--- src/rtl/rha_pkg.sv ---
// ---------------------------------------------------------------------------
// rha_pkg
// Types and constants shared by the color adjust block.
// ---------------------------------------------------------------------------
package rha_pkg;

  localparam logic [4:0]         ValMax = 5'd31;
  localparam logic signed [13:0] HueFull = 14'sd1536;

  localparam logic [1:0] CFG_HUE = 2'd0;
  localparam logic [1:0] CFG_SAT = 2'd1;
  localparam logic [1:0] CFG_VAL = 2'd2;
  localparam logic [1:0] CFG_RSVD = 2'd3;

  // Classified color handed from the front part to the back part.
  typedef struct packed {
    logic        alpha;
    logic [2:0]  sector;   // 0 red max, 2 green max, 4 blue max
    logic        neg;      // difference is negative
    logic [4:0]  diff_mag; // |difference| of the two other channels
    logic [4:0]  delta;
    logic [4:0]  vmax;
  } rha_cls_t;

  // Reciprocal table: ceil(2^18 / d) for d = 1..31, entry 0 unused.
  // With 18 fraction bits the product stays exact for numerators up to 31*256.
  function automatic logic [18:0] recip(input logic [4:0] d);
    logic [18:0] res;
    case (d)
      5'd1:    res = 19'd262144;
      5'd2:    res = 19'd131072;
      5'd3:    res = 19'd87382;
      5'd4:    res = 19'd65536;
      5'd5:    res = 19'd52429;
      5'd6:    res = 19'd43691;
      5'd7:    res = 19'd37450;
      5'd8:    res = 19'd32768;
      5'd9:    res = 19'd29128;
      5'd10:   res = 19'd26215;
      5'd11:   res = 19'd23832;
      5'd12:   res = 19'd21846;
      5'd13:   res = 19'd20165;
      5'd14:   res = 19'd18725;
      5'd15:   res = 19'd17477;
      5'd16:   res = 19'd16384;
      5'd17:   res = 19'd15421;
      5'd18:   res = 19'd14564;
      5'd19:   res = 19'd13798;
      5'd20:   res = 19'd13108;
      5'd21:   res = 19'd12484;
      5'd22:   res = 19'd11916;
      5'd23:   res = 19'd11398;
      5'd24:   res = 19'd10923;
      5'd25:   res = 19'd10486;
      5'd26:   res = 19'd10083;
      5'd27:   res = 19'd9710;
      5'd28:   res = 19'd9363;
      5'd29:   res = 19'd9040;
      5'd30:   res = 19'd8739;
      5'd31:   res = 19'd8457;
      default: res = '0;
    endcase
    return res;
  endfunction

endpackage

--- src/rtl/rha_front.sv ---
// ---------------------------------------------------------------------------
// rha_front
// Accepts a color beat, finds max, min and the hue sector.
// ---------------------------------------------------------------------------
module rha_front (
  input  logic              clk,
  input  logic              rst_n,
  input  logic              in_valid,
  output logic              in_stall,
  input  logic [15:0]       in_pixel_in,
  output logic              cls_valid,
  input  logic              cls_stall,
  output rha_pkg::rha_cls_t cls_data
);
  import rha_pkg::*;

  logic [4:0] r, g, b, mx, mn;
  rha_cls_t   cls_nxt;
  rha_cls_t   data_r;
  logic       valid_r;

  assign r = in_pixel_in[4:0];
  assign g = in_pixel_in[9:5];
  assign b = in_pixel_in[14:10];

  always_comb begin
    mx = (r >= g) ? r : g;
    mx = (mx >= b) ? mx : b;
    mn = (r <= g) ? r : g;
    mn = (mn <= b) ? mn : b;
    cls_nxt.alpha = in_pixel_in[15];
    cls_nxt.vmax  = mx;
    cls_nxt.delta = mx - mn;
    if (mx == r) begin
      cls_nxt.sector = 3'd0;
      cls_nxt.neg = (g < b);
      cls_nxt.diff_mag = (g < b) ? b - g : g - b;
    end else if (mx == g) begin
      cls_nxt.sector = 3'd2;
      cls_nxt.neg = (b < r);
      cls_nxt.diff_mag = (b < r) ? r - b : b - r;
    end else begin
      cls_nxt.sector = 3'd4;
      cls_nxt.neg = (r < g);
      cls_nxt.diff_mag = (r < g) ? g - r : r - g;
    end
  end

  assign in_stall  = valid_r && cls_stall;
  assign cls_valid = valid_r;
  assign cls_data  = data_r;

  always_ff @(posedge clk) begin
    if (!rst_n) begin
      valid_r <= 1'b0;
    end else if (!in_stall) begin
      valid_r <= in_valid;
    end
  end

  always_ff @(posedge clk) begin
    if (!in_stall && in_valid) begin
      data_r <= cls_nxt;
    end
  end
endmodule

--- src/rtl/rha_fifo.sv ---
// ---------------------------------------------------------------------------
// rha_fifo
// Short queue between front and back parts.
// ---------------------------------------------------------------------------
module rha_fifo #(
  parameter int unsigned Depth = 4
) (
  input  logic              clk,
  input  logic              rst_n,
  input  logic              wr_valid,
  output logic              wr_stall,
  input  rha_pkg::rha_cls_t wr_data,
  output logic              rd_valid,
  input  logic              rd_stall,
  output rha_pkg::rha_cls_t rd_data
);
  import rha_pkg::*;

  localparam int unsigned AW = (Depth > 1) ? $clog2(Depth) : 1;

  rha_cls_t mem_r [Depth];
  logic [AW-1:0] wp_r, rp_r;
  logic [AW:0]   cnt_r;
  logic wr_en, rd_en;

  assign wr_stall = (cnt_r == (AW+1)'(Depth));
  assign rd_valid = (cnt_r != '0);
  assign rd_data  = mem_r[rp_r];
  assign wr_en = wr_valid && !wr_stall;
  assign rd_en = rd_valid && !rd_stall;

  always_ff @(posedge clk) begin
    if (!rst_n) begin
      wp_r <= '0;
      rp_r <= '0;
      cnt_r <= '0;
    end else begin
      if (wr_en) begin
        wp_r <= (wp_r == AW'(Depth - 1)) ? '0 : wp_r + 1'b1;
      end
      if (rd_en) begin
        rp_r <= (rp_r == AW'(Depth - 1)) ? '0 : rp_r + 1'b1;
      end
      cnt_r <= cnt_r + (AW+1)'(wr_en) - (AW+1)'(rd_en);
    end
  end

  always_ff @(posedge clk) begin
    if (wr_en) begin
      mem_r[wp_r] <= wr_data;
    end
  end
endmodule

--- src/rtl/rha_back.sv ---
// ---------------------------------------------------------------------------
// rha_back
// Pipelined hue division, adjustment and conversion back to RGB555.
// ---------------------------------------------------------------------------
module rha_back (
  input  logic              clk,
  input  logic              rst_n,
  input  logic              cls_valid,
  output logic              cls_stall,
  input  rha_pkg::rha_cls_t cls_data,
  input  logic signed [11:0] hue_off,
  input  logic [9:0]        sat_gain,
  input  logic [9:0]        val_gain,
  output logic              out_valid,
  input  logic              out_stall,
  output logic [15:0]       out_pixel_out
);
  import rha_pkg::*;

  // Pipeline enable: whole pipe moves unless the last stage is stalled.
  logic adv;
  logic v1_r, v2_r, v3_r, v4_r;
  assign adv = !(v4_r && out_stall);
  assign cls_stall = !adv;
  assign out_valid = v4_r;

  // Stage 1: quotients by reciprocal multiply.
  logic [31:0] hq_prod, sq_prod;
  logic [8:0]  hq, sq;
  logic [18:0] rd, rm;
  always_comb begin
    rd = recip(cls_data.delta);
    rm = recip(cls_data.vmax);
    hq_prod = {19'd0, cls_data.diff_mag, 8'd0} * {13'd0, rd};
    sq_prod = {19'd0, cls_data.delta, 8'd0} * {13'd0, rm};
    hq = hq_prod[26:18];
    sq = (cls_data.vmax == 5'd0) ? 9'd0 : sq_prod[26:18];
  end

  logic [8:0] hq1_r, s1_r;
  logic       neg1_r, a1_r, z1_r;
  logic [2:0] sec1_r;
  logic [4:0] v1v_r;
  always_ff @(posedge clk) begin
    if (adv) begin
      hq1_r <= hq;
      s1_r <= sq;
      neg1_r <= cls_data.neg;
      sec1_r <= cls_data.sector;
      a1_r <= cls_data.alpha;
      z1_r <= (cls_data.delta == 5'd0);
      v1v_r <= cls_data.vmax;
    end
  end

  // Stage 2: hue assembly, wrap, gains.
  logic signed [13:0] h0, hs;
  logic [10:0] hw;
  logic [18:0] sp, vp;
  logic [8:0]  s2;
  logic [4:0]  v2;
  always_comb begin
    h0 = {11'd0, sec1_r} <<< 8;
    h0 = neg1_r ? h0 - 14'(hq1_r) : h0 + 14'(hq1_r);
    if (z1_r) begin
      h0 = '0;
    end else if (h0 < 0) begin
      h0 = h0 + HueFull;
    end
    // The shifted hue spans -2048..3582, so up to two wraps are needed.
    hs = h0 + 14'(hue_off);
    if (hs < 0) begin
      hs = hs + HueFull;
    end
    if (hs < 0) begin
      hs = hs + HueFull;
    end
    if (hs >= HueFull) begin
      hs = hs - HueFull;
    end
    if (hs >= HueFull) begin
      hs = hs - HueFull;
    end
    hw = 11'(hs);
    sp = 19'(s1_r) * 19'(sat_gain);
    vp = 19'(v1v_r) * 19'(val_gain);
    s2 = (sp[18:8] > 11'd256) ? 9'd256 : 9'(sp[18:8]);
    v2 = (vp[18:8] > 11'(ValMax)) ? ValMax : 5'(vp[18:8]);
  end

  logic [10:0] h2_r;
  logic [8:0]  s2_r;
  logic [4:0]  vv2_r;
  logic        a2_r;
  always_ff @(posedge clk) begin
    if (adv) begin
      h2_r <= hw;
      s2_r <= s2;
      vv2_r <= v2;
      a2_r <= a1_r;
    end
  end

  // Stage 3: s times remainder terms.
  logic [7:0]  rem;
  logic [8:0]  sr, sc;
  logic [17:0] m1, m2;
  always_comb begin
    rem = h2_r[7:0];
    m1 = 18'(s2_r) * 18'(rem);
    m2 = 18'(s2_r) * (18'd256 - 18'(rem));
    sr = 9'(m1 >> 8);
    sc = 9'(m2 >> 8);
  end

  logic [8:0]  ps_r, qs_r, ts_r, s3_r;
  logic [4:0]  vv3_r;
  logic [2:0]  reg3_r;
  logic        a3_r;
  always_ff @(posedge clk) begin
    if (adv) begin
      ps_r <= 9'(10'd256 - 10'(s2_r));
      qs_r <= 9'(10'd256 - 10'(sr));
      ts_r <= 9'(10'd256 - 10'(sc));
      s3_r <= s2_r;
      vv3_r <= vv2_r;
      reg3_r <= 3'(h2_r[10:8]);
      a3_r <= a2_r;
    end
  end

  // Stage 4: channel values and routing.
  logic [13:0] pm, qm, tm;
  logic [4:0]  p, q, t, nr, ng, nb;
  always_comb begin
    pm = 14'(vv3_r) * 14'(ps_r);
    qm = 14'(vv3_r) * 14'(qs_r);
    tm = 14'(vv3_r) * 14'(ts_r);
    p = 5'(pm >> 8);
    q = 5'(qm >> 8);
    t = 5'(tm >> 8);
    if (s3_r == 9'd0) begin
      nr = vv3_r; ng = vv3_r; nb = vv3_r;
    end else begin
      case (reg3_r)
        3'd0: begin nr = vv3_r; ng = t; nb = p; end
        3'd1: begin nr = q; ng = vv3_r; nb = p; end
        3'd2: begin nr = p; ng = vv3_r; nb = t; end
        3'd3: begin nr = p; ng = q; nb = vv3_r; end
        3'd4: begin nr = t; ng = p; nb = vv3_r; end
        default: begin nr = vv3_r; ng = p; nb = q; end
      endcase
    end
  end

  logic [15:0] px4_r;
  always_ff @(posedge clk) begin
    if (adv) begin
      px4_r <= {a3_r, nb, ng, nr};
    end
  end
  assign out_pixel_out = px4_r;

  always_ff @(posedge clk) begin
    if (!rst_n) begin
      v1_r <= 1'b0;
      v2_r <= 1'b0;
      v3_r <= 1'b0;
      v4_r <= 1'b0;
    end else if (adv) begin
      v1_r <= cls_valid;
      v2_r <= v1_r;
      v3_r <= v2_r;
      v4_r <= v3_r;
    end
  end
endmodule

--- src/rtl/rgb555_hsv_adjust.sv ---
// ---------------------------------------------------------------------------
// rgb555_hsv_adjust
// HSV hue, saturation and brightness adjustment of RGB555 palette colors.
// ---------------------------------------------------------------------------
// Channel  Ports                                 Direction
// input    in_valid, in_stall, in_pixel_in       beat in
// result   out_valid, out_stall, out_pixel_out   beat out
// config   cfg_we, cfg_index, cfg_data           write only
// One beat is accepted every cycle when the result side does not stall.
// A beat passes one front register, one queue entry and four back stages.
// The hue divider is a reciprocal table and one multiply, so nothing iterates.
// Reset clears the queue and pipe valid bits and loads the register defaults.
// A result stall holds the back pipe; the queue then fills before in_stall rises.
module rgb555_hsv_adjust #(
  parameter int unsigned QueueDepth = 4
) (
  input  logic        clk,
  input  logic        rst_n,
  input  logic        in_valid,
  output logic        in_stall,
  input  logic [15:0] in_pixel_in,
  output logic        out_valid,
  input  logic        out_stall,
  output logic [15:0] out_pixel_out,
  input  logic        cfg_we,
  input  logic [1:0]  cfg_index,
  input  logic [11:0] cfg_data
);
  import rha_pkg::*;

  // Configuration registers; writes to index 3 are dropped.
  logic signed [11:0] hue_off_r;
  logic [9:0] sat_gain_r, val_gain_r;

  always_ff @(posedge clk) begin
    if (!rst_n) begin
      hue_off_r <= '0;
      sat_gain_r <= 10'd256;
      val_gain_r <= 10'd256;
    end else if (cfg_we) begin
      case (cfg_index)
        CFG_HUE: hue_off_r <= cfg_data;
        CFG_SAT: sat_gain_r <= cfg_data[9:0];
        CFG_VAL: val_gain_r <= cfg_data[9:0];
        default: ;
      endcase
    end
  end

  // Front part classifies; the queue decouples it from the back part.
  logic     f_valid, f_stall, q_valid, q_stall;
  rha_cls_t f_data, q_data;

  rha_front u_front (
    .clk, .rst_n, .in_valid, .in_stall, .in_pixel_in,
    .cls_valid(f_valid), .cls_stall(f_stall), .cls_data(f_data)
  );

  rha_fifo #(.Depth(QueueDepth)) u_fifo (
    .clk, .rst_n,
    .wr_valid(f_valid), .wr_stall(f_stall), .wr_data(f_data),
    .rd_valid(q_valid), .rd_stall(q_stall), .rd_data(q_data)
  );

  rha_back u_back (
    .clk, .rst_n,
    .cls_valid(q_valid), .cls_stall(q_stall), .cls_data(q_data),
    .hue_off(hue_off_r), .sat_gain(sat_gain_r), .val_gain(val_gain_r),
    .out_valid, .out_stall, .out_pixel_out
  );
endmodule

--- config.mk ---
export PLATFORM = sky130hd
export DESIGN_NAME = rgb555_hsv_adjust
export DESIGN_NICKNAME = d
export VERILOG_FILES = /design/src/rtl/rha_pkg.sv /design/src/rtl/rha_front.sv /design/src/rtl/rha_fifo.sv /design/src/rtl/rha_back.sv /design/src/rtl/rgb555_hsv_adjust.sv
export SDC_FILE = /design/constraint.sdc
export NUM_CORES = 2
export LEC_CHECK = 0
export ABC_AREA = 0
export CAP_MARGIN = 10
export CORE_ASPECT_RATIO = 2
export CORE_UTILIZATION = 60
export CTS_CLUSTER_DIAMETER = 200
export CTS_CLUSTER_SIZE = 24
export DETAILED_ROUTE_END_ITERATION = 16
export DONT_BUFFER_PORTS = 1
export PLACE_DENSITY_LB_ADDON = 0.12
export SLEW_MARGIN = 10
export SYNTH_ARGS = -nofsm -noshare
export SYNTH_HDL_FRONTEND = slang
export SYNTH_SLANG_ARGS = --single-unit
--- constraint.sdc ---
create_clock -name clk -period 8.4 [get_ports clk]
set_input_delay 1.26 -clock clk [delete_from_list [all_inputs] [get_ports clk]]
set_output_delay 1.26 -clock clk [all_outputs]
set_load 0.05 [all_outputs]
==> results.md <==
* Die width at 161 um
* R2R cell count at 28
* R2R setup slack at 0.46 ns
* Via-per-instance ratio at 5.96
* Initial antenna violation count at 5
* Synthesis-stage register bit count at 255
* Worst-Margin Slew at 1.04 ns
* Starting Density at 60.8%
* Core area at 50,100 sq um
* # DRC at 0
* Buf+Inv Stages, Crit Path at 3
* Largest net degree at the start of global routing at 60
* Cells after Synth at 3,247
* CTS Buffer Depth at 3
* Slew Limit Fails at 0
* Worst path max stage delay at 0.60 ns
* Non-Filler Instances at 3,812
* Post-synthesis mux area share at 4.19%
* Number of DRC markers in iteration 0 at 1,117
* Routed WL at 77.3 mm
* IO Port Bufs at 0
* Vias in the first global route at 24,900
* Worst setup SP type: flop
* Layout fillers at 4,283
* R2r startpoint: u_back.hq1_r[2]$_DFFE_PN_
* Synth Area in Simple Gates at 17.7%
* First-pass GRT wire length at 124 mm
* Share of layout cells above drive strength 1 at 3.38%
* End of the worst hold path: u_back.vv3_r[3]$_DFFE_PN_
* Clock Skew at 0.0212 ns
* Slowest-stage cell, CP: a2111oi_0
* Hold WC Path Type: flop to flop
* DRT Pass-1 Iters at 5
* Maxcap violations at 0
* Top delay family on crit path: simple AND/OR/NAND/NOR gates
* Hold Crit Start: u_back.vv2_r[3]$_SDFFCE_PN1N_
* Synth Flop Type: edfxtp_1
* Final period util at 94.6%
* Worst r2r dst: u_back.h2_r[9]$_DFFE_PN_
* Sequential-to-total area share from yosys stat at 23.6%
* Status: finished clean
* DP Wirelength at 63.0 mm
* Post-synth EDFFs at 209
* N_diodes at 0
* Synth Area in Compound Gates at 9.47%
* Critical Path RT at 8.77 ns
* Period minus WS final at 7.94 ns
* # clock sinks at 255
* Number of distinct library cells after synthesis at 86
* GRT Resource Usage Total at 30.8%
* Setup violators final at 0
* Final net count at 3,815
* Stages on the worst setup path at 28
* # rows at 116
* Syn_area_per_cell at 9.38 sq um
* Worst skew pair latency at 0.52 ns
* Crit path launch: u_back.hq1_r[2]$_DFFE_PN_
* Setup repair after global routing missed its margin: no
* Cts bufs inserted at 14
* Layout area overhead at 3.09%
* Root Buffer: clkbuf_16
* Synth Area in Adders at 33.6%
* Total gr overflow at 0
* Async S/R FF share, synth at 0%
* Worst Path Max Fanout at 9
* Min-Delay Path Depth at 0
* Crit Path Class: flop to flop
* Fmax at 0.126 GHz
* Die Footprint at 51,700 sq um
* Worst-path clk slew at 0.11 ns
* Crit-path most repeated cell: or3_1
* Worst EP arrival at 8.31 ns
* Mapped cell area at 30,400 sq um
* Vias at 22,700
* Synth Area in XOR/XNOR at 4.57%
* # placed instances at 3,788
* Largest family of logic cells by synthesized area: adder cells
* DR WL/cell at 20.3 um
* Max_slew headroom at 28.5%
* Worst setup EP type: flop
* Gpl congestion at 0.956
* Yosys warns at 0
* Total Neg Setup Slack at 0 ns
* CTS tree: built
* Final hold violation count at 0
* CTS H-Tree Depth at 1
* IO Pins at 53
* ANT nets after route at 0
* Vert. Die Dim at 321 um
==> per-stage QoR <==
step	worst slack [ns]	cell area, sq um	utilization (%)	hold WS, ns
2_1_floorplan	1.59	30400	-	0.400
3_3_place_gp	0.531	31000	61.8	0.401
3_5_place_dp	0.295	31000	61.8	0.405
4_1_cts	0.252	31400	62.6	0.425
5_1_grt	0.0283	31400	62.7	0.435
6_report	0.456	31400	62.7	0.429
==> worst reg2reg max path, delay by kind of cell (launching register included) <==
family / cells / cell delay, ns
buffers and inverters: 3 / 0.43
AND/OR/NAND/NOR: 13 / 3.46
flip-flops: 1 / 0.47
multiplexers: 1 / 0.29
AO/OA/AOI/OAI: 7 / 1.93
adder cells (fa/ha/maj): 3 / 1.04
XOR/XNOR: 1 / 0.16
==> flip-flops by register name (all words and copies together), names as in the netlist, 2 cells and up, named ones only <==
signal / count
hue_off_r: 12
sat_gain_r: 10
u_back.h2_r: 11
u_back.hq1_r: 9
u_back.out_pixel_out: 16
u_back.ps_r: 8
u_back.qs_r: 9
u_back.reg3_r: 3
u_back.s1_r: 9
u_back.s2_r: 9
u_back.s3_r: 9
u_back.sec1_r: 2
u_back.ts_r: 9
u_back.v1v_r: 5
u_back.vv2_r: 5
u_back.vv3_r: 5
u_fifo.cnt_r: 3
u_fifo.mem_r: 76
u_fifo.rp_r: 2
u_fifo.wp_r: 2
u_front.cls_data: 19
val_gain_r: 10
==> layout by cell type, fill, tap and decap left out, types with 7 or more instances in the layout <==
| cell | instances |
|---|---|
| xnor2_1 | 104 |
| nor2_1 | 183 |
| nor4_1 | 12 |
| or3_1 | 12 |
| o21bai_1 | 12 |
| or2_2 | 9 |
| a211oi_1 | 16 |
| clkbuf_16 | 15 |
| mux2_2 | 17 |
| nand4_1 | 11 |
| a31oi_1 | 18 |
| inv_1 | 407 |
| o221ai_1 | 8 |
| mux4_2 | 13 |
| edfxtp_1 | 209 |
| nor2b_1 | 55 |
| mux2i_1 | 78 |
| ha_1 | 305 |
| fa_1 | 320 |
| a21boi_0 | 14 |
| o211ai_1 | 14 |
| a22oi_1 | 14 |
| and3_1 | 12 |
| nand2_1 | 446 |
| a21o_1 | 30 |
| clkbuf_1 | 8 |
| o31ai_1 | 10 |
| a21oi_1 | 114 |
| xor2_1 | 54 |
| o21ai_0 | 81 |
| a22o_1 | 7 |
| o21a_1 | 15 |
| dfxtp_1 | 45 |
| buf_4 | 29 |
| nand2b_1 | 34 |
| and2_1 | 225 |
| nand3_1 | 38 |
| nor3_1 | 42 |
==> layer usage <==
layer,part of all wire (%),track usage [%]
met5,0.074,0
met4,7.5,20.1
met3,3.2,3.13
met2,57,62.9
met1,32,27.4
==> worst max-delay path by stage <==
stage / end / slack (ns)
after CTS: u_back.h2_r[9]$_DFFE_PN_ / 0.25
after floorplan: u_back.s1_r[8]$_SDFFCE_PN0N_ / 1.59
final: u_back.h2_r[9]$_DFFE_PN_ / 0.46
after detailed placement: u_back.h2_r[9]$_DFFE_PN_ / 0.30
after global placement: u_back.h2_r[9]$_DFFE_PN_ / 0.53
after global routing: u_back.h2_r[9]$_DFFE_PN_ / 0.03
==> cell families (layout without fill, tap and decap cells) <==
logic type / count (synthesis) / after routing
and+or+nand+nor: 1116 / 1116
adders and majority gates: 625 / 625
buffers and inverters: 547 / 462
AOI/OAI and AO/OA: 435 / 435
DFF: 255 / 255
xor gates and xnor gates: 159 / 159
muxes: 109 / 109
other: 1 / 2
==> Yosys cell counts, types with 6 or more instances <==
| cell | count | share of area [%] |
|---|---|---|
| a221o_1 | 6 | 0.20 |
| and3_1 | 12 | 0.25 |
| nand4_1 | 11 | 0.23 |
| a21o_1 | 30 | 0.74 |
| clkbuf_1 | 115 | 1.4 |
| o31ai_1 | 10 | 0.25 |
| mux4_2 | 13 | 0.96 |
| nor3b_1 | 6 | 0.15 |
| o21a_1 | 15 | 0.37 |
| a22oi_1 | 14 | 0.35 |
| nor4_1 | 12 | 0.25 |
| buf_1 | 14 | 0.17 |
| edfxtp_1 | 209 | 21 |
| a21oi_1 | 114 | 1.9 |
| ha_1 | 305 | 13 |
| o21ai_0 | 81 | 1.3 |
| a211oi_1 | 18 | 0.44 |
| or2_2 | 9 | 0.18 |
| nand2_1 | 447 | 5.5 |
| xnor2_1 | 105 | 3.0 |
| nand2b_1 | 34 | 0.70 |
| nor3_1 | 42 | 0.69 |
| a21boi_0 | 14 | 0.35 |
| a22o_1 | 7 | 0.20 |
| mux2i_1 | 79 | 2.6 |
| xor2_1 | 54 | 1.6 |
| nand3_1 | 38 | 0.62 |
| a31oi_1 | 18 | 0.37 |
| o221ai_1 | 8 | 0.23 |
| dfxtp_1 | 46 | 3.0 |
| fa_1 | 320 | 21 |
| mux2_2 | 17 | 0.63 |
| nor2b_1 | 56 | 1.2 |
| inv_1 | 407 | 5.0 |
| and2_1 | 225 | 4.6 |
| nor2_1 | 183 | 2.3 |
| o21bai_1 | 12 | 0.30 |
| o22ai_1 | 6 | 0.12 |
| o211ai_1 | 14 | 0.35 |
| or3_1 | 12 | 0.25 |
==> area by class of cell <==
cell class / instances / area [sq um] / area share (%)
clock buffer: 23 / 405 / 1.29
sequential: 255 / 7200 / 22.9
clock inverter: 1 / 11.3 / 0.0359
multi-input combinational: 2446 / 21200 / 67.6
timing repair buffer: 29 / 218 / 0.694
inverter: 409 / 1540 / 4.89
tap: 649 / 812 / 2.59
==> what timing repair did <==
item                                    in CTS  in global routing
hold buffers                                 0                  0
endpoints found under the setup margin       0                  1
setup buffers                                0                  0
resized for setup                            0                  2
Power is left out: the tool's default activity adds up to more than one toggle a clock period on the data nets, which glitch-free logic cannot reach.
